`src/rtl/cat_map_pixel_remap_core_assert.svh`:
```
// Assertion macros for the cat map remap core
`ifndef CAT_MAP_PIXEL_REMAP_CORE_ASSERT_SVH
`define CAT_MAP_PIXEL_REMAP_CORE_ASSERT_SVH

`ifndef ASSERT_OFF
// checked outside reset
`define CMR_ASSERT(lbl, clk, rst_n, prop, msg) \
    lbl: assert property (@(posedge clk) disable iff (!rst_n) prop) else $error(msg);
// checked during reset too
`define CMR_ASSERT_RST(lbl, clk, prop, msg) \
    lbl: assert property (@(posedge clk) prop) else $error(msg);
`else
`define CMR_ASSERT(lbl, clk, rst_n, prop, msg)
`define CMR_ASSERT_RST(lbl, clk, prop, msg)
`endif

`endif

```
`src/rtl/cmr_pkg.sv`:
```
`default_nettype none
package cmr_pkg;

    localparam int COORD_W  = 12;
    localparam int GRAY_W   = 8;
    localparam int SIDE_W   = 13;
    localparam int ITER_W   = 20;
    localparam int CFG_W    = 20;
    localparam int MAX_SIDE = 4096;

    localparam logic [SIDE_W-1:0] SIDE_RESET = SIDE_W'(512);
    localparam logic [ITER_W-1:0] ITER_RESET = '0;

    typedef enum logic {
        CFG_SIDE = 1'b0,
        CFG_ITER = 1'b1
    } t_cfg_idx;

    typedef enum logic [1:0] {
        ST_IDLE,
        ST_RUN,
        ST_DONE
    } t_state;

    typedef struct packed {
        logic [COORD_W-1:0] src_col;
        logic [COORD_W-1:0] src_row;
        logic [GRAY_W-1:0]  gray_in;
    } t_in;

    typedef struct packed {
        logic [COORD_W-1:0] dst_col;
        logic [COORD_W-1:0] dst_row;
        logic [GRAY_W-1:0]  gray_out;
        logic               coord_error;
    } t_out;

    typedef struct packed {
        logic load;
        logic step;
    } t_cmd;

    typedef struct packed {
        logic in_bad;
        logic iter_zero;
        logic cnt_last;
    } t_sts;

endpackage
`default_nettype wire

```
`src/rtl/cmr_ctrl.sv`:
```
`default_nettype none
`include "cat_map_pixel_remap_core_assert.svh"
module cmr_ctrl (
    input  wire logic         i_clk,
    input  wire logic         i_rst_n,
    input  wire logic         i_start,
    input  wire cmr_pkg::t_sts i_sts,
    output cmr_pkg::t_cmd     o_cmd,
    output logic              o_busy,
    output logic              o_done
);
    import cmr_pkg::*;

    t_state r_state;
    t_state n_state;

    always_ff @(posedge i_clk) begin
        if (!i_rst_n) begin
            r_state <= ST_IDLE;
        end else begin
            r_state <= n_state;
        end
    end

    always_comb begin
        n_state = r_state;
        o_cmd   = '0;
        o_busy  = 1'b1;
        o_done  = 1'b0;
        unique case (r_state)
            ST_IDLE: begin
                o_busy = 1'b0;
                if (i_start) begin
                    o_cmd.load = 1'b1;
                    if (i_sts.in_bad || i_sts.iter_zero) begin
                        n_state = ST_DONE;
                    end else begin
                        n_state = ST_RUN;
                    end
                end
            end
            ST_RUN: begin
                o_cmd.step = 1'b1;
                if (i_sts.cnt_last) begin
                    n_state = ST_DONE;
                end
            end
            ST_DONE: begin
                o_done  = 1'b1;
                n_state = ST_IDLE;
            end
            default: begin
                n_state = ST_IDLE;
            end
        endcase
    end

    `CMR_ASSERT(a_done_single, i_clk, i_rst_n, o_done |=> !o_done, "done held")
    `CMR_ASSERT(a_bad_fast, i_clk, i_rst_n,
        (i_start && !o_busy && i_sts.in_bad) |=> o_done, "bad coord not passed")
    `CMR_ASSERT(a_last_done, i_clk, i_rst_n,
        (o_cmd.step && i_sts.cnt_last) |=> o_done, "last step without done")
    `CMR_ASSERT(a_no_load_busy, i_clk, i_rst_n, o_busy |-> !o_cmd.load, "load while busy")
    `CMR_ASSERT_RST(a_reset_idle, i_clk, !i_rst_n |=> (!o_busy && !o_done), "not idle after reset")

endmodule
`default_nettype wire

```
`src/rtl/cmr_datapath.sv`:
```
`default_nettype none
module cmr_datapath (
    input  wire logic                    i_clk,
    input  wire logic                    i_rst_n,
    input  wire cmr_pkg::t_cmd           i_cmd,
    input  wire cmr_pkg::t_in            i_in,
    input  wire logic                    i_cfg_we,
    input  wire logic                    i_cfg_idx,
    input  wire logic [cmr_pkg::CFG_W-1:0] i_cfg_data,
    output cmr_pkg::t_sts                o_sts,
    output cmr_pkg::t_out                o_out
);
    import cmr_pkg::*;

    logic [SIDE_W-1:0]  r_side;
    logic [ITER_W-1:0]  r_iter;
    logic [ITER_W-1:0]  r_cnt;
    logic [COORD_W-1:0] r_x;
    logic [COORD_W-1:0] r_y;
    logic [GRAY_W-1:0]  r_gray;
    logic               r_err;

    logic [SIDE_W-1:0]  w_side;
    logic [SIDE_W:0]    w_side2;
    logic [SIDE_W:0]    w_s2;
    logic [SIDE_W-1:0]  w_s1;
    logic [COORD_W-1:0] n_x;
    logic [COORD_W-1:0] n_y;

    always_ff @(posedge i_clk) begin
        if (!i_rst_n) begin
            r_side <= SIDE_RESET;
            r_iter <= ITER_RESET;
        end else if (i_cfg_we) begin
            unique case (t_cfg_idx'(i_cfg_idx))
                CFG_SIDE: r_side <= i_cfg_data[SIDE_W-1:0];
                CFG_ITER: r_iter <= i_cfg_data[ITER_W-1:0];
                default:  r_side <= r_side;
            endcase
        end
    end

    // effective side saturates at MAX_SIDE
    assign w_side  = (r_side > SIDE_W'(MAX_SIDE)) ? SIDE_W'(MAX_SIDE) : r_side;
    assign w_side2 = {w_side, 1'b0};

    // one map step: (2x+y) mod n, (x+y) mod n
    assign w_s2 = {1'b0, r_x, 1'b0} + {2'b00, r_y};
    assign w_s1 = {1'b0, r_x} + {1'b0, r_y};

    always_comb begin
        if (w_s2 >= w_side2) begin
            n_x = COORD_W'(w_s2 - w_side2);
        end else if (w_s2 >= {1'b0, w_side}) begin
            n_x = COORD_W'(w_s2 - {1'b0, w_side});
        end else begin
            n_x = COORD_W'(w_s2);
        end
        if (w_s1 >= w_side) begin
            n_y = COORD_W'(w_s1 - w_side);
        end else begin
            n_y = COORD_W'(w_s1);
        end
    end

    always_ff @(posedge i_clk) begin
        if (!i_rst_n) begin
            r_cnt <= '0;
        end else if (i_cmd.load) begin
            r_cnt <= r_iter;
        end else if (i_cmd.step) begin
            r_cnt <= r_cnt - ITER_W'(1);
        end
    end

    always_ff @(posedge i_clk) begin
        if (i_cmd.load) begin
            r_x    <= i_in.src_col;
            r_y    <= i_in.src_row;
            r_gray <= i_in.gray_in;
            r_err  <= o_sts.in_bad;
        end else if (i_cmd.step) begin
            r_x <= n_x;
            r_y <= n_y;
        end
    end

    assign o_sts.in_bad    = ({1'b0, i_in.src_col} >= w_side) ||
                             ({1'b0, i_in.src_row} >= w_side);
    assign o_sts.iter_zero = (r_iter == '0);
    assign o_sts.cnt_last  = (r_cnt == ITER_W'(1));

    assign o_out.dst_col     = r_x;
    assign o_out.dst_row     = r_y;
    assign o_out.gray_out    = r_gray;
    assign o_out.coord_error = r_err;

endmodule
`default_nettype wire

```
`src/rtl/cat_map_pixel_remap_core.sv`:
```
`default_nettype none
// After start is taken in IDLE, the core does K map steps in RUN (K = iteration
// count), then strobes o_done in DONE; RUN is skipped when K is zero or a
// coordinate is out of range. One map step per cycle; a new start is taken only
// in IDLE. The results are shown for one cycle; the receiver cannot stall.
// Synchronous active-low reset returns to idle, side length 512, iteration count 0.
module cat_map_pixel_remap_core (
    input  wire logic                    i_clk,
    input  wire logic                    i_rst_n,
    input  wire logic                    start,
    output logic                         busy,
    input  wire cmr_pkg::t_in            i_in,
    output logic                         o_done,
    output cmr_pkg::t_out                o_out,
    input  wire logic                    i_cfg_we,
    input  wire logic                    i_cfg_idx,
    input  wire logic [cmr_pkg::CFG_W-1:0] i_cfg_data
);
    import cmr_pkg::*;

    t_cmd w_cmd;
    t_sts w_sts;

    cmr_ctrl u_ctrl (
        .i_clk   (i_clk),
        .i_rst_n (i_rst_n),
        .i_start (start),
        .i_sts   (w_sts),
        .o_cmd   (w_cmd),
        .o_busy  (busy),
        .o_done  (o_done)
    );

    cmr_datapath u_dp (
        .i_clk      (i_clk),
        .i_rst_n    (i_rst_n),
        .i_cmd      (w_cmd),
        .i_in       (i_in),
        .i_cfg_we   (i_cfg_we),
        .i_cfg_idx  (i_cfg_idx),
        .i_cfg_data (i_cfg_data),
        .o_sts      (w_sts),
        .o_out      (o_out)
    );

endmodule
`default_nettype wire
```
`config.mk`:
```
export PLATFORM = sky130hd
export DESIGN_NAME = cat_map_pixel_remap_core
export DESIGN_NICKNAME = d
export VERILOG_FILES = /design/src/rtl/cmr_pkg.sv /design/src/rtl/cmr_ctrl.sv /design/src/rtl/cmr_datapath.sv /design/src/rtl/cat_map_pixel_remap_core.sv
export VERILOG_INCLUDE_DIRS = /design/src /design/src/rtl
export SDC_FILE = /design/constraint.sdc
export NUM_CORES = 1
export LEC_CHECK = 0
export ABC_AREA = 1
export BUFFER_PORTS_ARGS = -buffer_cell sky130_fd_sc_hd__buf_2
export CAP_MARGIN = 20
export CORE_ASPECT_RATIO = 0.8
export CORE_MARGIN = 3
export CORE_UTILIZATION = 60
export CTS_CLUSTER_DIAMETER = 120
export DETAILED_ROUTE_END_ITERATION = 10
export PLACE_DENSITY_LB_ADDON = 0.05
export REMOVE_ABC_BUFFERS = 1
export SLEW_MARGIN = 40
export SYNTH_ARGS = -nofsm -noshare
export SYNTH_HDL_FRONTEND = slang
export SYNTH_SLANG_ARGS = --single-unit
export TNS_END_PERCENT = 30
```
`constraint.sdc`:
```
create_clock -name i_clk -period 4.33 [get_ports i_clk]
set_input_delay 0.2165 -clock i_clk [delete_from_list [all_inputs] [get_ports i_clk]]
set_output_delay 0.2165 -clock i_clk [all_outputs]
set_load 0.01 [all_outputs]
```
==> After elaboration in Yosys (flattened, before gate mapping) <==
Cells that the tools add are included.
{ "word_totals": {"wordCells": 53, "regBits": 88, "output_inout_bits": 35, "inputBits": 57} }
{ "op_classes": {"reduce_logical": 8, "n_mux": 19, "bitwise": 1, "magnitude_cmp": 6, "n_addsub": 6, "eq_ne": 5} }
{ "op_table": {"columns": ["operator", "n"], "rows": [
  ["$mux 12", 7],
  ["$mux 20", 2],
  ["$sub 12x12->12", 3],
  ["$ge 12x13->1", 2],
  ["$eq 20x1->1 const B", 1],
  ["$logic_not 20->1", 1],
  ["$sub 20x1->20 const B", 1],
  ["$add 13x12->14", 1],
  ["$ge 14x13->1", 1],
  ["$ge 14x14->1", 1],
  ["$add 12x12->13", 1],
  ["$ge 13x13->1", 1],
  ["$gt 13x13->1 const B", 1],
  ["$mux 13", 1],
  ["$mux 2", 3],
  ["$reduce_and 2->1", 3],
  ["$mux 1", 5],
  ["$pmux 2 s2", 1],
  ["$eq 2x1->1 const B", 1],
  ["$eq 2x2->1 const B", 1],
  ["$logic_not 2->1", 1],
  ["$logic_or 1x1->1", 2],
  ["$ne 2x1->1 const B", 1],
  ["$ne 2x2->1 const B", 1],
  ["other kinds (2)", 2]
]} }

==> Logic depth before layout (Yosys ltp) <==
Gate-level depths: netlist of the first run.
{ "logic_depth": {"ltp_word": 8, "mapped_depth": 23, "depth_no_buf": 22} }

==> Cells and area by module <==
A second synthesis of the first run with hierarchy kept.
{ "unflattened": {"cells_unflattened": 1062, "hier_area_um2": 7704.9} }
{ "modules_own_cells": {"columns": ["mod", "n_inst", "area_per_inst_um2", "seq_area_each_um2", "cells_per_inst"], "rows": [
  ["cmr_datapath", 1, 7593.5, 2052.0, 1043],
  ["cmr_ctrl", 1, 111.4, 40.0, 19]
]} }

==> Worst setup path before layout of the first run <==
Ideal clock, no wire load.
{ "synth_timing": {"path_kind": "flip-flop to flip-flop", "startpoint": "reg u_dp.r_y[1]", "endpoint": "reg u_dp.r_x[10], data pin", "t_required_ns": 4.072, "stages_incl_launch_ff": 22, "slack_ns": 0.722, "arrival_time_ns": 3.350, "path_buffers": 1, "period_less_slack_ns": 3.608, "setup_ns": 0.258, "path_cell_list": "edfxtp_1 > ha_1 > fa_1 > a31o_2 > nand2_1 > nand2_1 > a21oi_1 > xnor2_1 > ha_1 > nand2_1 > nand2_1 > nor2_1 > o21ai_0 > nand2_1 > nand2_1 > o21bai_1 > nand3b_1 > nand2_1 > clkbuf_1 > nand3_1 > nand3_1 > a21oi_1"} }
{ "synth_via": {"elab_chain_cells": 6, "elab_cells_between_ends": 9, "classes_between": "add/sub: 3; order compare: 2; mux: 4"} }
{ "synth_rtl": {"columns": ["element", "line_no", "source"], "rows": [
  ["from (decl)", "cmr_datapath.sv:19", "logic [COORD_W-1:0] r_y;"],
  ["from (signal assigned)", "cmr_datapath.sv:79", "r_y <= i_in.src_row;"],
  ["from (signal assigned)", "cmr_datapath.sv:84", "r_y <= n_y;"],
  ["$add 13x12->14 (*)", "cmr_datapath.sv:48", "assign w_s2 = {1'b0, r_x, 1'b0} + {2'b00, r_y};"],
  ["$sub 12x12->12 / $ge 14x13->1 (equally long branches)", "cmr_datapath.sv:55, cmr_datapath.sv:54", null],
  ["$mux 12", "cmr_datapath.sv:54", "end else if (w_s2 >= {1'b0, w_side}) begin"],
  ["$mux 12 (*)", "cmr_datapath.sv:52", "if (w_s2 >= w_side2) begin"],
  ["$mux 12 (*)", "cmr_datapath.sv:82", "end else if (i_cmd.step) begin"],
  ["$mux 12 (*)", "cmr_datapath.sv:77", "if (i_cmd.load) begin"],
  ["to (signal assigned)", "cmr_datapath.sv:78", "r_x <= i_in.src_col;"],
  ["to (signal assigned)", "cmr_datapath.sv:83", "r_x <= n_x;"],
  ["to (decl)", "cmr_datapath.sv:18", "logic [COORD_W-1:0] r_x;"]
]} }
Mark *: on every way between the ends. The rest lies on a longest branch, timed or not. The select of a mux whose other input is x is not followed.
A chain may end at the register's enable or synchronous reset.

==> Worst setup path in the final report of the first run <==
{ "layout_timing": {"startpoint": "reg u_dp.r_y[1]", "endpoint": "reg u_dp.r_x[9], data pin"} }
Same word-level chain as after synthesis.

==> run metrics, run 1 <==
area added between synthesis and finish 11.95%; commonest register cell after synthesis sky130_fd_sc_hd__dfxtp_1; Worst Setup Start Kind register; number of distinct standard cells referenced by the synthesized netlist 50; number of H-tree levels 3; pin slew with the least headroom to its limit 747.7 ps; maximum number of pins on one net before global-route repair 38; clock-pin slew on the worst setup and hold paths 70 ps; kind of critical path reg -> reg; depth of the most critical reg-to-reg path 19; sum of net half-perimeters after detailed placement 17,320 µm; share of synthesized cell area in and, or, nand and nor gates 0.2972; capture instance of the worst register-to-register path u_dp.r_x[9]; RR Startpoint u_dp.r_y[1]; XOR/XNOR share of the synthesized area 0.06064; Congestion Overflow GR 0; routed length per placed instance 16.08 µm; worst setup path start u_dp.r_y[1]; Clock Latency Late Sink 350 ps; final weighted congestion in routability-driven placement 0.9527; number of clock buffers inserted by TritonCTS 9; final setup fails 0; sum of negative setup slack 0 ps; Sequential Area 0.002092 mm²; dominant cell type by count on the critical path sky130_fd_sc_hd__nand2_1; final WL 21,590 µm; hold buffer count at CTS 0; count of warnings emitted by yosys 0; hold worst-path end u_dp.r_gray[7]; clock sinks 88; first-pass GRT wire length 34,560 µm; antenna cell count 0; arrival time worst endpoint 3980 ps; routed vias 7,600; net count reported at finish 1,311; buffers plus inverters on the worst setup path 0; total DRC errors in the routed layout 0; global-route usage over all layers 0.3047; violation count after the first detailed-route iteration 770; clock tree from TritonCTS done; main combinational cell family by area after synthesis simple AND/OR/NAND/NOR gates; setup fix buffers added after clock tree synthesis 0; worst setup skew after layout 7.857 ps; max-capacitance violation count 0; top cell types by occurrence after synthesis sky130_fd_sc_hd__nand2_1, sky130_fd_sc_hd__nor2_1, sky130_fd_sc_hd__inv_1; detailed-route vias per instance 5.659; delay contributed by the slowest stage of the critical path 460 ps; CP Cell Sequence ha_1 > fa_1 > a31o_2 > nand2_1 > nand2_1 > a21oi_1 > xnor2_1 > ha_1 > nand4_1 > o21ai_0 > nand2_1 > nand2_1 > o21bai_1 > nand3b_1 > nand2_1 > nand2_2 > nand2_1 > nand3_1 > a21oi_1; register bit total from synthesis 88; Relative slew margins 0.5003; hold path depth 1; input/output buffers 91; main area contributors after synthesis sky130_fd_sc_hd__dfxtp_1, sky130_fd_sc_hd__ha_1, sky130_fd_sc_hd__edfxtp_1, sky130_fd_sc_hd__nand2_1, sky130_fd_sc_hd__nor2_1; top-count cell post-synth sky130_fd_sc_hd__nand2_1; top achievable clock speed 257.2 MHz; crit path max-delay cell type sky130_fd_sc_hd__edfxtp_1; Synth Area per Inst 7.068 µm²; fraction of post-synthesis cell area in the top cell type by area 0.1438; y dimension of the die 107.0 µm; mux contribution to synthesized area 0; area of the multi-input gates 0.004985 mm²; number of global-route vias before repair 6,683; Post-Synthesis Cells 1,083; count of fill cells added during filler insertion 1,137; sequential fraction of the synthesis area 0.2733; total die area 0.01416 mm²; initial core utilization 0.6202; critical path capture point type register; count of pins over their slew limit 0; ratio of cells with drive above 1 in the final layout 0.1391; worst-path fanout max 13; number of hold violations in the final report 0; buffer levels on the longest clock path 2; initial antenna violation count 0; Post-synth ARST share 0; adder and majority cell fraction of the synthesized area 0.1461; number of search-and-repair iterations in the first detailed-routing pass 6; type of the worst min-delay path in -> reg; Reg2Reg Setup Slack 440 ps; clock root buffer master sky130_fd_sc_hd__clkbuf_16; compound-cell area share of the yosys netlist 0.1469; synthesized cell area 0.007655 mm²; core outline area 0.01234 mm²; horizontal die dimension 132.3 µm; startpoint of the tightest hold check path i_in[7]; Worst path top cell family by delay adder cells; Required @ worst endpoint 4420 ps; I/O pin total 92; min Tclk post-route 3888 ps; number of synthesized flops with an enable pin 33; Std-Cell Rows 36; status finished clean; most area-hungry cell type in the Yosys netlist sky130_fd_sc_hd__dfxtp_1; period utilisation layout 0.8980; setup repair after global routing missed its margin no; number of routed nets with antenna violations 0
## how the worst max path moves through the flow
| stage | endpoint | depth (start not counted) |
|---|---|---|
| 6_report | u_dp.r_x[9] | 19 |
| 5_1_grt | u_dp.r_x[3] | 19 |
| 4_1_cts | u_dp.r_x[9] | 19 |
| 3_5_place_dp | u_dp.r_x[9] | 19 |
| 3_3_place_gp | u_dp.r_x[0] | 19 |
| 2_1_floorplan | u_dp.r_x[0] | 20 |
## registers in the layout, indices dropped and copies added (netlist names)
name and flops:
u_dp.r_err 1, u_dp.r_gray 8, u_dp.r_cnt 20, u_ctrl.r_state 2, u_dp.r_iter 20, u_dp.r_side 13, u_dp.r_x 12, u_dp.r_y 12
## repair_timing
action / CTS / global route
gates resized for setup: 0 / 1
endpoints found under the setup margin: 0 / 11
hold endpoints to repair: 0 / 0
## layout make-up
type / count / area share
Clock buffer: 9 / 0.02628
Clock inverter: 7 / 0.008614
Inverter: 123 / 0.05417
Multi-Input combinational cell: 846 / 0.5817
Sequential cell: 88 / 0.2441
Tap cell: 171 / 0.02497
Timing Repair Buffer: 99 / 0.06015
## cell families (layout without fill, tap and decap cells)
family	count (synthesis)	after routing
AO/OA/AOI/OAI	197	197
XOR/XNOR	53	53
adder cells (fa/ha/maj)	87	87
buffers and inverters	149	238
flip-flops	88	88
AND/OR/NAND/NOR	509	509
## through the flow
step | cell area [µm²] | setup slack (ps) | instances | hold WS, ps | utilization
finish | 8569 | 441.6 | 1343 | 39.88 | 0.6943
detailed placement | 8268 | 404.6 | 1327 | 395.3 | 0.6699
global placement | 8268 | 535.1 | 1327 | 392.6 | 0.6699
CTS | 8567 | 394.1 | 1343 | 35.51 | 0.6941
floorplan | 7538 | 569.8 | 1057 | 300.6 | -
global route | 8569 | 108.3 | 1343 | 32.90 | 0.6943
## metal layers
layer	routed length, µm	GRT usage	vias to the layer above	share of wire
li1	-	-	3812	-
met1	10470	0.4681	3439	0.49
met2	8673	0.4389	324	0.40
met3	2084	0.05675	25	0.097
met4	360	0.07344	0	0.017
met5	0	0	-	0
## layout by cell type, fill, tap and decap left out, types with 6 or more instances in the layout
cell type	Yosys	final
sky130_fd_sc_hd__nor3_1	7	7
sky130_fd_sc_hd__xnor2_1	19	19
sky130_fd_sc_hd__buf_4	1	8
sky130_fd_sc_hd__nand3_1	69	69
sky130_fd_sc_hd__nand2_2	8	9
sky130_fd_sc_hd__dfxtp_1	55	55
sky130_fd_sc_hd__nand2_1	236	235
sky130_fd_sc_hd__xor2_1	34	34
sky130_fd_sc_hd__clkbuf_16	0	9
sky130_fd_sc_hd__a21o_1	7	7
sky130_fd_sc_hd__a21oi_1	79	79
sky130_fd_sc_hd__nand3_2	6	6
sky130_fd_sc_hd__o21ai_0	58	58
sky130_fd_sc_hd__nor2_2	9	9
sky130_fd_sc_hd__edfxtp_1	33	33
sky130_fd_sc_hd__o21bai_1	6	6
sky130_fd_sc_hd__ha_1	83	83
sky130_fd_sc_hd__nand3b_1	9	9
sky130_fd_sc_hd__nor2_1	121	121
sky130_fd_sc_hd__buf_2	3	91
sky130_fd_sc_hd__nor4_1	11	11
sky130_fd_sc_hd__a31oi_1	22	22
sky130_fd_sc_hd__inv_1	119	119
sky130_fd_sc_hd__nand4_1	17	17
Power of run 1 is left out: the tool's default activity adds up to more than one toggle a clock period on the data nets, which glitch-free logic cannot reach.
==> inputs of run 2 (changes only) <==
--- a/config.mk
+++ b/config.mk
@@ -6,12 +6,13 @@
 export SDC_FILE = /design/constraint.sdc
 export NUM_CORES = 1
 export LEC_CHECK = 0
-export ABC_AREA = 1
 export BUFFER_PORTS_ARGS = -buffer_cell sky130_fd_sc_hd__buf_2
 export CAP_MARGIN = 20
+export CELL_PAD_IN_SITES_DETAIL_PLACEMENT = 1
+export CELL_PAD_IN_SITES_GLOBAL_PLACEMENT = 1
 export CORE_ASPECT_RATIO = 0.8
 export CORE_MARGIN = 3
-export CORE_UTILIZATION = 60
+export CORE_UTILIZATION = 45
 export CTS_CLUSTER_DIAMETER = 120
 export DETAILED_ROUTE_END_ITERATION = 10
 export PLACE_DENSITY_LB_ADDON = 0.05
==> run metrics, run 2 <==
Synth Area per Inst 8.488 µm² (+20%); number of clock buffers inserted by TritonCTS 9 (unchanged); min Tclk post-route 4270 ps (+381.2 ps); number of H-tree levels 3 (unchanged); final worst slack 60.47 ps (-381.2 ps); register bit total from synthesis 88 (unchanged); number of global-route vias before repair 7,026 (+5.1%); kind of critical path reg -> reg; initial antenna violation count 1 (+1); number of synthesized flops with an enable pin 33 (unchanged); count of pins over their slew limit 0 (unchanged); Clock Latency Late Sink 360 ps (about the same); main area contributors after synthesis sky130_fd_sc_hd__dfxtp_1, sky130_fd_sc_hd__ha_1, sky130_fd_sc_hd__edfxtp_1, sky130_fd_sc_hd__nand2_1, sky130_fd_sc_hd__a21oi_1; I/O pin total 92 (unchanged); sequential fraction of the synthesis area 0.2883 (+0.01498); sum of negative setup slack 0 ps (unchanged); Worst Setup Start Kind register; commonest non-fill, non-tap cell in the layout sky130_fd_sc_hd__nand2_1; maximum number of pins on one net before global-route repair 56 (+47%); area added between synthesis and finish 18.64%; number of hold violations in the final report 0 (unchanged); largest registers in the final layout u_dp.r_cnt (20), u_dp.r_iter (20), u_dp.r_side (13); post-layout util 0.5585 (-0.1358); total DRC errors in the routed layout 0 (unchanged); final WL 25,730 µm (+19%); y dimension of the die 119.6 µm (+12%); top achievable clock speed 234.2 MHz (-8.9%); top cell types by occurrence after synthesis sky130_fd_sc_hd__nand2_1, sky130_fd_sc_hd__ha_1, sky130_fd_sc_hd__a21oi_1; top library cells by usage in the layout, fill and taps aside sky130_fd_sc_hd__nand2_1, sky130_fd_sc_hd__buf_2, sky130_fd_sc_hd__ha_1; detailed-route vias per instance 6.038 (+6.7%); commonest register cell after synthesis sky130_fd_sc_hd__dfxtp_1; routed length per placed instance 21.84 µm (+36%); violation count after the first detailed-route iteration 560 (-27%); input/output buffers 91 (unchanged); Post-Synthesis Cells 855 (-21%); clock root buffer master sky130_fd_sc_hd__clkbuf_16; worst-path fanout max 8 (-5); Relative slew margins 0.4493 (-0.05099); horizontal die dimension 148.0 µm (+12%); initial core utilization 0.4708 (-0.1495); core outline area 0.01541 mm² (+25%); worst setup skew after layout 13.18 ps (+5.327 ps); first-pass GRT wire length 38,450 µm (+11%); Post-synth ARST share 0 (unchanged); WHS 34.82 ps (-5.065 ps); period utilisation layout 0.9860 (+0.08803); clock sinks 88 (unchanged); most area-hungry cell type in the Yosys netlist sky130_fd_sc_hd__dfxtp_1; arrival time worst endpoint 4380 ps (+400 ps); top-count cell post-synth sky130_fd_sc_hd__nand2_1; number of search-and-repair iterations in the first detailed-routing pass 5 (-1); critical path capture point type register; type of the worst min-delay path in -> reg; global-route usage over all layers 0.2754 (-0.02923); buffer levels on the longest clock path 2 (unchanged); number of distinct standard cells referenced by the synthesized netlist 73 (+46%); status finished clean; clock-pin slew on the worst setup and hold paths 80 ps (about the same); Std-Cell Rows 40 (+11%); synthesized cell area 0.007257 mm² (-5.2%); Required @ worst endpoint 4440 ps (+20 ps); clock tree from TritonCTS done; net count reported at finish 1,106 (-16%); count of warnings emitted by yosys 0 (unchanged); number of routed nets with antenna violations 0 (unchanged); ratio of cells with drive above 1 in the final layout 0.2182 (+0.07912); pin slew with the least headroom to its limit 825.1 ps (+77.39 ps); final setup fails 0 (unchanged); max-capacitance violation count 0 (unchanged); routed vias 7,113 (-6.4%); final weighted congestion in routability-driven placement 1.002 (+5.1%); Congestion Overflow GR 0 (unchanged); fraction of post-synthesis cell area in the top cell type by area 0.1517 (+0.007886); hold buffer count at CTS 0 (unchanged); setup slack after placement -190.3 ps (-594.9 ps); sum of net half-perimeters after detailed placement 19,520 µm (+13%); total die area 0.01770 mm² (+25%)
-- run 2: cell types whose count changed in the layout (fill, tap and decap cells not counted), sizes merged, moves of 20 or more --
cell,before,now
nand2,250,120
inv,126,35
nand3,75,21
o21ai,64,29
buf,99,128
a21boi,0,36
a21o,7,27
nor2,131,58
-- run 2: layout make-up --
cell class | count | area, µm²
Clock inverter | 7 | 73.82
Fill cell | 1885 | 6805
Sequential cell | 88 | 2092
Multi-Input combinational cell | 702 | 5056
Timing Repair Buffer | 129 | 777.0
Clock buffer | 9 | 225.2
Antenna cell | 1 | 2.502
Inverter | 32 | 120.1
Tap cell | 210 | 262.8
-- run 2: routing by layer --
metal,share of wire,vias to the layer above,global-route usage
li1,-,3357,-
met5,0,-,0
met1,0.49,3509,0.4165
met3,0.065,30,0.04530
met4,0.017,0,0.05943
met2,0.43,217,0.4112
-- run 2: metrics by stage --
stage	std cells	area [µm²]
final	1178	8610
after global routing	1178	8610
after CTS	1164	8367
after detailed placement	1147	8020
after global placement	1147	8020
after floorplan	822	7109
-- run 2: critical path: stages (launching register included) --
cell and delay (ps):
sky130_fd_sc_hd__edfxtp_1 500, sky130_fd_sc_hd__ha_1 470, sky130_fd_sc_hd__nand3_1 190, sky130_fd_sc_hd__o2111ai_1 330
sky130_fd_sc_hd__a21oi_1 120, sky130_fd_sc_hd__nand4b_1 210, sky130_fd_sc_hd__nand3b_1 150, sky130_fd_sc_hd__xnor2_2 150
sky130_fd_sc_hd__inv_1 70, sky130_fd_sc_hd__ha_1 330, sky130_fd_sc_hd__a21o_1 230, sky130_fd_sc_hd__a21o_1 210
sky130_fd_sc_hd__a21oi_1 150, sky130_fd_sc_hd__nor2b_1 70, sky130_fd_sc_hd__nor2_2 120, sky130_fd_sc_hd__o31ai_4 110
sky130_fd_sc_hd__clkbuf_16 180, sky130_fd_sc_hd__and3_2 190, sky130_fd_sc_hd__o31a_1 230
-- run 2: logic make-up (layout without fill, tap and decap cells) --
logic type	Yosys count	count (layout)	share of synthesized area
and+or+nand+nor	289	289	0.1840
buffers and inverters	65	177	0.03689
other	0	1	0
DFF	88	88	0.2883
adders and majority gates	93	93	0.1626
AOI/OAI and AO/OA	251	251	0.2405
muxes	17	17	0.02396
xor gates and xnor gates	52	52	0.06379
-- run 2: what timing repair did --
item | 4_1_cts | 5_1_grt
buffers inserted | 1 | 12
resized for setup | 11 | 23
pin swaps | 2 | 12
setup endpoints to repair | 24 | 24
cloned | 0 | 1
-- run 2: worst paths after layout --
check,from,end,slack (ps),depth (start not counted)
min reg2reg,u_dp.r_side[3],u_dp.r_side[3],460,2
max,u_dp.r_y[3],u_dp.r_y[7],60,18
max reg2reg,u_dp.r_y[3],u_dp.r_y[7],60,18
min,i_in[1],u_dp.r_gray[1],30,1
Power of run 2 is left out for the same reason.
